===== src/sv/smvi_pkg.sv =====
`timescale 1ns / 1ps
// Package for the sparse matrix-vector engine.
// Holds the word types, operation and status codes, and controller types; no dependencies.
package smvi_pkg;

    localparam int VALUE_W = 32;
    localparam int CMP_W = 18;

    typedef enum logic [2:0] {
        OP_WRITE_VECTOR = 3'd0,
        OP_APPEND       = 3'd1,
        OP_RUN          = 3'd2,
        OP_READ         = 3'd3,
        OP_CLEAR        = 3'd4
    } op_t;

    localparam logic [1:0] ST_OK    = 2'd0;
    localparam logic [1:0] ST_FULL  = 2'd1;
    localparam logic [1:0] ST_RANGE = 2'd2;
    localparam logic [1:0] ST_SAT   = 2'd3;

    localparam logic CFG_ROW_LIMIT       = 1'b0;
    localparam logic CFG_ITERATION_COUNT = 1'b1;

    typedef struct packed {
        logic [2:0]         operation;
        logic [9:0]         row_index;
        logic [9:0]         column_index;
        logic signed [31:0] operand_value;
    } item_t;

    typedef struct packed {
        logic [1:0]         status;
        logic signed [31:0] read_value;
        logic [12:0]        stored_nonzeros;
    } result_t;

    typedef enum logic [3:0] {
        S_RST_CLR,
        S_IDLE,
        S_EXEC,
        S_RUN_CLR,
        S_PASS_CHK,
        S_NZ_ADDR,
        S_NZ_FETCH,
        S_NZ_MUL,
        S_NZ_ACC,
        S_COPY_RD,
        S_COPY_WR,
        S_FINISH
    } state_t;

    typedef struct packed {
        logic load;
        logic exec;
        logic idx_clr;
        logic idx_inc;
        logic pass_clr;
        logic pass_inc;
        logic res_clr_wr;
        logic nz_rd;
        logic gather;
        logic mul;
        logic acc_wr;
        logic copy_rd;
        logic copy_wr;
        logic run_begin;
        logic run_end;
        logic finish;
    } cmd_t;

    typedef struct packed {
        logic is_run;
        logic sweep_last;
        logic copy_last;
        logic nz_last;
        logic nz_empty;
        logic pass_done;
    } sts_t;

endpackage


===== src/sv/smvi_ctrl.sv =====
`timescale 1ns / 1ps
// Controller state machine of the sparse matrix-vector engine.
// Depends on smvi_pkg; drives the datapath through command and status structs.
module smvi_ctrl (
    input  logic            clk,
    input  logic            rst_n,
    input  logic            start,
    output logic            busy,
    input  smvi_pkg::sts_t  sts,
    output smvi_pkg::cmd_t  cmd
);

    smvi_pkg::state_t state_reg, state_next;

    always_ff @(posedge clk or negedge rst_n)
    begin
        if (!rst_n)
        begin
            state_reg <= smvi_pkg::S_RST_CLR;
        end
        else
        begin
            state_reg <= state_next;
        end
    end

    always_comb
    begin
        state_next = state_reg;
        cmd = '0;
        busy = (state_reg != smvi_pkg::S_IDLE);
        case (state_reg)
            smvi_pkg::S_RST_CLR:
            begin
                cmd.res_clr_wr = 1'b1;
                cmd.idx_inc = 1'b1;
                if (sts.sweep_last)
                begin
                    cmd.idx_inc = 1'b0;
                    cmd.idx_clr = 1'b1;
                    state_next = smvi_pkg::S_IDLE;
                end
            end
            smvi_pkg::S_IDLE:
            begin
                if (start)
                begin
                    cmd.load = 1'b1;
                    state_next = smvi_pkg::S_EXEC;
                end
            end
            smvi_pkg::S_EXEC:
            begin
                if (sts.is_run)
                begin
                    cmd.idx_clr = 1'b1;
                    cmd.pass_clr = 1'b1;
                    cmd.run_begin = 1'b1;
                    state_next = smvi_pkg::S_RUN_CLR;
                end
                else
                begin
                    cmd.exec = 1'b1;
                    state_next = smvi_pkg::S_FINISH;
                end
            end
            smvi_pkg::S_RUN_CLR:
            begin
                cmd.res_clr_wr = 1'b1;
                cmd.idx_inc = 1'b1;
                if (sts.sweep_last)
                begin
                    cmd.idx_inc = 1'b0;
                    cmd.idx_clr = 1'b1;
                    state_next = smvi_pkg::S_PASS_CHK;
                end
            end
            smvi_pkg::S_PASS_CHK:
            begin
                if (sts.pass_done)
                begin
                    cmd.run_end = 1'b1;
                    state_next = smvi_pkg::S_FINISH;
                end
                else if (sts.nz_empty)
                begin
                    state_next = smvi_pkg::S_COPY_RD;
                end
                else
                begin
                    state_next = smvi_pkg::S_NZ_ADDR;
                end
            end
            smvi_pkg::S_NZ_ADDR:
            begin
                cmd.nz_rd = 1'b1;
                state_next = smvi_pkg::S_NZ_FETCH;
            end
            smvi_pkg::S_NZ_FETCH:
            begin
                cmd.gather = 1'b1;
                state_next = smvi_pkg::S_NZ_MUL;
            end
            smvi_pkg::S_NZ_MUL:
            begin
                cmd.mul = 1'b1;
                state_next = smvi_pkg::S_NZ_ACC;
            end
            smvi_pkg::S_NZ_ACC:
            begin
                cmd.acc_wr = 1'b1;
                if (sts.nz_last)
                begin
                    cmd.idx_clr = 1'b1;
                    state_next = smvi_pkg::S_COPY_RD;
                end
                else
                begin
                    cmd.idx_inc = 1'b1;
                    state_next = smvi_pkg::S_NZ_ADDR;
                end
            end
            smvi_pkg::S_COPY_RD:
            begin
                cmd.copy_rd = 1'b1;
                state_next = smvi_pkg::S_COPY_WR;
            end
            smvi_pkg::S_COPY_WR:
            begin
                cmd.copy_wr = 1'b1;
                if (sts.copy_last)
                begin
                    cmd.idx_clr = 1'b1;
                    cmd.pass_inc = 1'b1;
                    state_next = smvi_pkg::S_PASS_CHK;
                end
                else
                begin
                    cmd.idx_inc = 1'b1;
                    state_next = smvi_pkg::S_COPY_RD;
                end
            end
            smvi_pkg::S_FINISH:
            begin
                cmd.finish = 1'b1;
                state_next = smvi_pkg::S_IDLE;
            end
            default:
            begin
                state_next = smvi_pkg::S_IDLE;
            end
        endcase
    end

endmodule


===== config.mk =====
export PLATFORM = sky130hd
export DESIGN_NAME = smvi_ctrl
export DESIGN_NICKNAME = d
export VERILOG_FILES = /design/src/sv/smvi_pkg.sv /design/src/sv/smvi_ctrl.sv
export SDC_FILE = /design/constraint.sdc
export NUM_CORES = 1
export LEC_CHECK = 0
export ABC_AREA = 1
export BUFFER_PORTS_ARGS = -buffer_cell sky130_fd_sc_hd__buf_2
export CORE_AREA = 5 5 46 48
export CTS_CLUSTER_DIAMETER = 200
export CTS_CLUSTER_SIZE = 40
export DETAILED_ROUTE_END_ITERATION = 8
export DIE_AREA = 0 0 51 53
export PLACE_DENSITY = 0.62
export SLEW_MARGIN = 15
export SYNTH_ARGS = -nofsm -noshare
export SYNTH_HDL_FRONTEND = slang
export SYNTH_SLANG_ARGS = --single-unit
export TNS_END_PERCENT = 100

===== constraint.sdc =====
create_clock -name clk -period 1.8 [get_ports clk]
set_input_delay 0.36 -clock clk [delete_from_list [all_inputs] [get_ports clk]]
set_output_delay 0.36 -clock clk [all_outputs]
set_load 0.1 [all_outputs]

Word-level counts from Yosys, hierarchy flattened:

Cells that the tools add are included.
Widths: inputs -> output; s select.

* input bits: 9
* bits in registers: 4
* word-level logic and storage cells: 52
* output and inout port bits: 17

* reductions and logical operators: 3
* mux-type cells: 33
* equal/unequal tests: 15

Operator list (count)
* $pmux 4 s11: 1
* $mux 4: 8
* $mux 1: 21
* $eq 4x3->1 const B: 4
* $eq 4x4->1 const B: 4
* $eq 4x2->1 const B: 2
* $ne 2x2->1 const B: 3
* $eq 4x1->1 const B: 1
* $logic_not 4->1: 1
* $ne 4x1->1 const B: 1
* $pmux 1 s4: 1
* $pmux 1 s3: 1
* $reduce_and 3->1: 1
* $mux 2: 1
* $reduce_or 2->1: 1

Longest topological paths before layout:

Gate-level depths: netlist of run 1.

* depth after elaboration: 3
* gate-level depth with buffers: 8
* depth with buffers taken out: 8

Worst setup path after synthesis of run 1:

Ideal clock, no wire load.

* path kind: reg2out
* start point: reg state_reg[0]
* end point: out cmd[13] (netlist bit)
* cell stages (with the launch flop): 6
* path buffers: 0
* path slack: -1.518 ns
* data required time: 1.440 ns
* arrival time: 2.958 ns
* cells stage by stage: dfrtp_1 inv_1 nand2_1 a21oi_1 nand2_1 nand4_1

RTL lines
* start, declared: line smvi_ctrl.sv:13 `smvi_pkg::state_t state_reg, state_next;`
* start signal, assigned: line smvi_ctrl.sv:19 `state_reg <= smvi_pkg::S_RST_CLR;`
* start signal, assigned: line smvi_ctrl.sv:23 `state_reg <= state_next;`
* end, declared: line smvi_ctrl.sv:10 `output smvi_pkg::cmd_t cmd`

==> impl_metrics.py, run 1 <==
metrics = {
    "setup_path": {
        "reg2regPathDepth": 8,
        "critPathMaxStageDelay_ps": 470,
        "crit_top_cell": "buf_12",
        "worst_ep_required_time_ps": 1440,
        "worst-setup-path-type": "flop to output port",
        "crit_chain": "buf_12 > nand2_4 > nor2_4 > nand2_2 > nand4_1 > buf_12",
        "critPathLaunch": "state_reg[1]",
        "cp-start-kind": "flop",
        "critical_path.top_delay_family": "flip-flops",
        "crit_end": "cmd[13]",
        "worst-path-buf-inv": 2,
        "endpoint_kind": "output port",
        "critPathSlowestCell": "dfrtp_2",
        "worstPathArrival_ps": 1440,
        "cp_num_cells": 6,
        "r2r-start": "state_reg[2]",
        "regToRegSetupSlack_ps": 450,
        "regToRegEndpoint": "state_reg[1]",
        "path_max_fanout": 4,
    },
    "clock_network": {
        "clk_latency_ps": 230,
        "cts_root_buf": "clkbuf_4",
        "cts.sinks": 4,
        "clkTransAtPathRegs_ps": 40,
        "cts_tree": "done",
        "cts_max_level": 1,
        "clock_path_buffers": 2,
        "cts_buffers": 3,
    },
    "detailed_routing": {
        "wl_um": 1640,
        "dr.pass1.iters": 4,
        "drc_errors": 0,
        "viasPerCell": 4.67,
        "dr.first_iter.drc_count": 9,
        "dr_total_vias": 663,
        "wire_per_inst_um": 11.6,
        "antenna_left": 0,
    },
    "final_layout": {
        "final_util_pct": 66.9,
        "diodes": 0,
        "largest_register_ffs": 4,
        "nFillCells": 113,
        "drive_gt1_share_pct": 58.4,
        "fin_cells": 142,
        "nets": 136,
        "multi_input_area_um2": 420,
        "seq_area_um2": 105,
        "syn_to_final_growth_pct": 143,
    },
    "outcome": {
        "outcome": "finished, final reports clean",
    },
    "sta": {
        "slew_headroom_pct": 86.5,
        "rsz0062_at_grt": "yes",
        "whs_ps": 425,
        "min_period_ps": 1800,
        "fmax_ghz": 0.557,
        "hold_viol_final": 0,
        "finClkSkew_ps": 0.765,
        "drv_slew": 0,
        "worstMarginPinSlew_ps": 202,
        "min_period_over_period_pct": 99.7,
        "setup_viol": 0,
    },
    "synth": {
        "synth_top_area_cell": "nand2_1",
        "synth_cell_types": 13,
        "synth_top_area_share_pct": 22.8,
        "syn_inst": 89,
        "synth-warning-count": 0,
        "synth.net_count": 98,
        "avgSynthCellArea_um2": 5.17,
        "synth.yosys.seq_area_share_pct": 21.7,
        "synthesis.area_um2": 460,
        "synth_area_leaders": "nand2_1 23%, dfrtp_1 22%, nor2_1 14%",
        "ys_ff_latch": 4,
    },
    "hold_path": {
        "min_path_type": "input pin to flop",
        "min_from": "sts[1]",
    },
    "grt": {
        "antenna_found_initial": 0,
        "overflow": 0,
        "grt_pass1_vias": 591,
        "grt_max_degree": 7,
        "grtUsageTotal_pct": 11.2,
        "grt_pass1_wl_um": 2290,
    },
    "floorplan": {
        "io_pins": 26,
        "start_util_pct": 27.6,
        "die-area_um2": 2700,
        "die_y_um": 53,
        "core_area_um2": 1670,
        "die-width_um": 51,
        "std_cell_rows": 15,
    },
    "flow_run": {
        "max-cap-violations": 0,
    },
    "placement": {
        "dp_hpwl_um": 1280,
        "gp_congestion": 0.842,
        "portBuffers": 25,
        "placedCellCount": 133,
    },
}
cell usage after synthesis:
cell and instances:
nor2_1 17, inv_2 3, nand3_1 8, nand2_1 28
nor2_2 3, o21ai_0 3, dfrtp_1 4, nand3_2 1
inv_1 16, nand3b_1 1, nand4_1 1, a21oi_1 3
buf_4 1
layout by cell type (no fill, tap or decap):
cell	instances
nand2_1	18
a21oi_4	1
buf_4	7
clkinvlp_4	1
inv_2	3
nor2_1	9
nand2_4	6
nand3_1	6
nor2_4	7
clkbuf_4	3
a21oi_1	2
nor2_2	4
buf_2	8
nand2_2	4
o21ai_0	3
nand3_4	1
nand3_2	2
dfrtp_2	4
inv_4	4
dlygate4sd3_1	1
inv_1	11
nand3b_1	1
buf_12	18
nand4_1	1
per-stage QoR:
step	area, um^2	TNS, ps	setup WS (ps)
6_report	1120	0	4.65
5_1_grt	1120	-156	-60.1
4_1_cts	1020	-14.5	-8.36
3_5_place_dp	962	0	72.3
3_3_place_gp	962	0	142
2_1_floorplan	549	-1600	-544
cells by family (layout without fill, tap and decap cells):
kind of cell | count (synthesis) | after routing | synth area share, %
buf+inv | 20 | 56 | 17.1
simple gates | 59 | 59 | 54.6
compound gates | 6 | 6 | 6.52
flops | 4 | 4 | 21.7
layout make-up:
cell class | count | area share, %
Clock buffer | 3 | 2.02
Multi-Input combinational cell | 65 | 37.6
Timing Repair Buffer | 34 | 41.4
Inverter | 19 | 7.61
Sequential cell | 4 | 9.41
Tap cell | 17 | 1.90
tightest hold or removal path: cells and delay by family:
kind / cells / cell delay (ps)
compound gates: 1 / 60
buf+inv: 1 / 80
simple gates: 1 / 100
metal layers:
layer,global-route usage (%),vias up,routed length (um)
li1,-,344,-
met3,2.82,2,101
met1,11.7,291,651
met5,0,-,0
met4,7.62,0,14
met2,19.5,26,876
timing repair:
action                                 4_1_cts  5_1_grt
gates cloned                                 0        0
buffers inserted                             2        3
pin swaps                                    2        7
gates resized for setup                      7       19
hold buffers                                 1        0
setup endpoints to repair                    6       10
endpoints found under the hold margin        4        0
worst min-delay path by stage:
stage	to	depth (start not counted)	slack (ps)
after floorplan	state_reg[0]	0	60
after global placement	state_reg[2]	1	160
after detailed placement	state_reg[1]	1	170
after CTS	state_reg[3]	3	410
after global routing	state_reg[3]	3	440
final	state_reg[3]	3	420
Power of run 1 is not shown: default switching activity piles up to over one toggle a cycle in this logic, so the estimate is an artifact.
==> inputs of run 2 (changes only) <==
--- a/config.mk
+++ b/config.mk
@@ -12,7 +12,7 @@
 export CTS_CLUSTER_SIZE = 40
 export DETAILED_ROUTE_END_ITERATION = 8
 export DIE_AREA = 0 0 51 53
-export PLACE_DENSITY = 0.62
+export PLACE_DENSITY = 0.64
 export SLEW_MARGIN = 15
 export SYNTH_ARGS = -nofsm -noshare
 export SYNTH_HDL_FRONTEND = slang
==> constraint.sdc (replaced) <==
create_clock -name clk -period 1.5 [get_ports clk]
set_input_delay 0.3 -clock clk [delete_from_list [all_inputs] [get_ports clk]]
set_output_delay 0.3 -clock clk [all_outputs]
set_load 0.1 [all_outputs]
==> impl_metrics.py, run 2 (synthesis results as in run 1) <==
metrics = {
    "sta": {
        "rsz0062_at_grt": "yes",
        "worstMarginPinSlew_ps": 280,
        "finClkSkew_ps": 1.16,
        "setup_ws_ps": -222,
        "fmax_ghz": 0.581,
        "setup_viol": 17,
        "slew_headroom_pct": 81.2,
        "min_period_over_period_pct": 115,
        "hold_viol_final": 0,
        "min_period_ps": 1720,
        "drv_slew": 0,
    },
    "floorplan": {
        "io_pins": 26,
        "core_area_um2": 1670,
        "die-width_um": 51,
        "die_y_um": 53,
        "start_util_pct": 27.6,
        "std_cell_rows": 15,
        "die-area_um2": 2700,
    },
    "final_layout": {
        "drive_gt1_share_pct": 68.7,
        "diodes": 0,
        "syn_to_final_growth_pct": 179,
        "nFillCells": 107,
        "final_cell_mix": "18 x buf_12, 15 x nand2_1, 11 x buf_6",
        "largest_register_ffs": 4,
        "layout_commonest_cell": "buf_12",
        "nets": 145,
    },
    "placement": {
        "gp_congestion": 0.857,
        "post-place-ws_ps": -42.7,
        "dp_hpwl_um": 1500,
        "portBuffers": 25,
    },
    "hold_path": {
        "whs_endpoint": "state_reg[3]",
        "hold_path_depth": 3,
        "min_from": "sts[1]",
        "min_path_type": "input pin to flop",
    },
    "setup_path": {
        "regToRegSetupSlack_ps": 90,
        "path_max_fanout": 5,
        "critPathMaxStageDelay_ps": 460,
        "reg2regPathDepth": 8,
        "worst_ep_required_time_ps": 1200,
        "crit_chain": "inv_4 > nand2_4 > nor2_4 > nand2_2 > nand4_1 > buf_12",
        "worstPathArrival_ps": 1420,
        "regToRegEndpoint": "state_reg[2]",
        "endpoint_kind": "output port",
        "critPathSlowestCell": "dfrtp_2",
        "r2r-start": "state_reg[1]",
        "cp-start-kind": "flop",
        "worst-setup-path-type": "flop to output port",
    },
    "outcome": {
        "violations": "setup timing",
        "outcome": "finished with violations",
    },
    "grt": {
        "antenna_found_initial": 0,
        "grtUsageTotal_pct": 15.8,
        "grt_pass1_wl_um": 3190,
        "grt_pass1_vias": 784,
        "grt_max_degree": 7,
        "overflow": 0,
    },
    "detailed_routing": {
        "dr_total_vias": 760,
        "drc_errors": 0,
        "viasPerCell": 5.03,
        "wire_per_inst_um": 13.6,
        "antenna_left": 0,
        "dr.first_iter.drc_count": 17,
        "wl_um": 2060,
        "dr.pass1.iters": 4,
    },
    "clock_network": {
        "clk_latency_ps": 230,
        "cts.sinks": 4,
        "cts_max_level": 1,
        "cts_buffers": 3,
        "cts_root_buf": "clkbuf_4",
        "clkTransAtPathRegs_ps": 40,
        "cts_tree": "done",
        "clock_path_buffers": 2,
    },
    "flow_run": {
        "max-cap-violations": 0,
    },
}
-- run 2: cell types whose count changed in the layout (fill, tap and decap cells not counted) --
cell,delta
buf_4,-2
buf_6,+11
clkinvlp_4,+5
inv_1,-4
inv_2,-2
inv_6,+1
nand2_1,-3
nand2_2,+1
nand2_4,+1
nand2_8,+1
nand3_1,-1
nand3_2,+1
nor2_1,-2
nor2_2,+2
-- run 2: worst max-delay path: cells and delay by family (launching register included) --
| family | cells | cell delay (ps) |
|---|---|---|
| flops | 1 | 460 |
| simple gates | 4 | 450 |
| buf+inv | 2 | 290 |
-- run 2: area by class of cell --
class | count | area (um^2) | area share, %
inverter | 19 | 109 | 8.46
tap | 17 | 21.3 | 1.65
clock buffer | 3 | 22.5 | 1.75
multi-input combinational | 65 | 457 | 35.5
timing repair buffer | 43 | 572 | 44.5
sequential | 4 | 105 | 8.17
-- run 2: metal layers --
layer | routed length [um] | share of wire (%) | GRT usage [%] | vias to the layer above
met1 | 749 | 36 | 14.6 | 363
met3 | 90 | 4.4 | 1.69 | 6
met5 | 0 | 0 | 0 | -
met2 | 1140 | 55 | 31.5 | 30
li1 | - | - | - | 361
met4 | 78 | 3.8 | 11.2 | 0
-- run 2: per-stage QoR --
step	TNS [ps]	utilization, %	area [um^2]	instances	hold WS (ps)
2_1_floorplan	-3300	-	571	89	4.41
3_3_place_gp	-10.9	62.5	1040	141	103
3_5_place_dp	-90.1	62.5	1040	141	105
4_1_cts	-2760	76.1	1270	152	334
5_1_grt	-3480	77.0	1290	151	349
6_report	-2680	77.0	1290	151	334
-- run 2: worst max path at each step --
stage / slack [ps] / startpoint / to
floorplan: -780 / state_reg[0] / cmd[13]
global placement: -10 / state_reg[2] / cmd[13]
detailed placement: -40 / state_reg[2] / cmd[13]
CTS: -230 / state_reg[1] / cmd[12]
global route: -280 / state_reg[2] / cmd[13]
finish: -220 / state_reg[0] / cmd[13]
-- run 2: repair_timing --
action | CTS | global route
pin swaps | 13 | 5
endpoints found under the hold margin | 4 | 0
setup buffers | 7 | 2
hold buffers | 1 | 0
setup endpoints to repair | 17 | 20
resized for setup | 41 | 8
Power of run 2 is left out for the same reason.
==> inputs of run 3 (changes only) <==
--- a/config.mk
+++ b/config.mk
@@ -12,7 +12,7 @@
 export CTS_CLUSTER_SIZE = 40
 export DETAILED_ROUTE_END_ITERATION = 8
 export DIE_AREA = 0 0 51 53
-export PLACE_DENSITY = 0.64
+export PLACE_DENSITY = 0.62
 export SLEW_MARGIN = 15
 export SYNTH_ARGS = -nofsm -noshare
 export SYNTH_HDL_FRONTEND = slang
==> constraint.sdc (replaced) <==
create_clock -name clk -period 1.85 [get_ports clk]
set_input_delay 0.37 -clock clk [delete_from_list [all_inputs] [get_ports clk]]
set_output_delay 0.37 -clock clk [all_outputs]
set_load 0.1 [all_outputs]
==> impl_metrics.py, run 3 (synthesis results as in run 1) <==
metrics = {
    "outcome": {
        "outcome": "finished with violations",
        "violations": "setup timing",
    },
    "sta": {
        "min_period_over_period_pct": 100,
        "rsz0062_at_grt": "yes",
        "slew_headroom_pct": 79.9,
        "setup_viol": 1,
        "min_period_ps": 1850,
        "finClkSkew_ps": 1.20,
        "setup_ws_ps": -3.01,
        "hold_viol_final": 0,
        "whs_ps": 443,
        "fmax_ghz": 0.540,
        "worstMarginPinSlew_ps": 303,
        "drv_slew": 0,
    },
    "setup_path": {
        "regToRegEndpoint": "state_reg[0]",
        "path_max_fanout": 6,
        "cp-start-kind": "flop",
        "reg2regPathDepth": 9,
        "worstPathArrival_ps": 1480,
        "worst_ep_required_time_ps": 1480,
        "regToRegSetupSlack_ps": 430,
        "r2r-start": "state_reg[0]",
        "endpoint_kind": "output port",
        "worst-setup-path-type": "flop to output port",
    },
    "grt": {
        "grt_max_degree": 7,
        "grt_pass1_vias": 598,
        "overflow": 0,
        "grtUsageTotal_pct": 11.6,
        "grt_pass1_wl_um": 2380,
        "antenna_found_initial": 0,
    },
    "hold_path": {
        "min_path_type": "input pin to flop",
        "min_from": "sts[1]",
        "whs_endpoint": "state_reg[3]",
        "hold_path_depth": 3,
    },
    "floorplan": {
        "core_area_um2": 1670,
        "die-area_um2": 2700,
        "std_cell_rows": 15,
        "start_util_pct": 27.6,
        "die_y_um": 53,
        "die-width_um": 51,
        "io_pins": 26,
    },
    "clock_network": {
        "cts_max_level": 1,
        "clkTransAtPathRegs_ps": 30,
        "cts_buffers": 3,
        "clock_path_buffers": 2,
        "clk_latency_ps": 230,
        "cts_root_buf": "clkbuf_4",
        "cts_tree": "done",
        "cts.sinks": 4,
    },
    "detailed_routing": {
        "dr.first_iter.drc_count": 16,
        "wl_um": 1670,
        "dr.pass1.iters": 4,
        "wire_per_inst_um": 12.1,
        "viasPerCell": 4.86,
        "dr_total_vias": 670,
        "antenna_left": 0,
        "drc_errors": 0,
    },
    "final_layout": {
        "drive_gt1_share_pct": 54.5,
        "syn_to_final_growth_pct": 121,
        "final_cell_mix": "19 x nand2_1, 16 x buf_12, 11 x inv_1",
        "diodes": 0,
        "seq_area_um2": 105,
        "layout_commonest_cell": "nand2_1",
        "nets": 132,
        "multi_input_area_um2": 380,
        "largest_register_ffs": 4,
        "nFillCells": 144,
    },
    "placement": {
        "portBuffers": 25,
        "dp_hpwl_um": 1380,
        "gp_congestion": 0.838,
    },
    "flow_run": {
        "max-cap-violations": 0,
    },
}
run 3: metal layers:
metal  vias up  share of wire [%]  wire, um  global-route usage, %
met3         2                6.8       113                   2.82
met5         -                  0         0                      0
li1        332                  -         -                      -
met2        26                 55       919                   21.9
met1       310                 38       628                   11.5
met4         0               0.54         9                   6.28
run 3: metrics by stage:
| stage | TNS [ps] | utilization, % | instances | setup slack (ps) | instance area, um^2 |
|---|---|---|---|---|---|
| 2_1_floorplan | -1190 | - | 89 | -504 | 539 |
| 3_3_place_gp | 0 | 55.7 | 132 | 210 | 930 |
| 3_5_place_dp | 0 | 55.7 | 132 | 196 | 930 |
| 4_1_cts | -18.5 | 58.1 | 136 | -14.6 | 970 |
| 5_1_grt | -287 | 61.0 | 138 | -91.6 | 1020 |
| 6_report | -3.01 | 61.0 | 138 | -3.01 | 1020 |
run 3: worst max path at each step:
stage | startpoint | depth (start not counted) | end
after floorplan | state_reg[0] | 5 | cmd[13]
after global placement | state_reg[2] | 6 | cmd[12]
after detailed placement | state_reg[2] | 6 | cmd[12]
after CTS | state_reg[3] | 6 | cmd[13]
after global routing | state_reg[3] | 7 | cmd[14]
final | state_reg[0] | 7 | cmd[12]
run 3: critical path, stage by stage (launching register included):
cell and delay (ps):
dfrtp_2 440, inv_2 110, nand2_2 90, buf_6 140, nor2_4 140, nand2_2 100
nand3_4 80, buf_12 170
run 3: final cells by class:
cell class                      count  share of cell area [%]
Multi-Input combinational cell     65                    37.3
Inverter                           19                    7.62
Clock buffer                        3                    2.21
Timing Repair Buffer               30                    40.4
Sequential cell                     4                    10.3
Tap cell                           17                    2.09
run 3: what timing repair did:
item                                    in CTS  in global routing
pin swaps                                    2                  5
setup buffers                                0                  2
hold buffers                                 1                  0
endpoints found under the setup margin       5                  8
resized for setup                            3                 15
hold endpoints to repair                     4                  0
Power of run 3 is left out for the same reason.
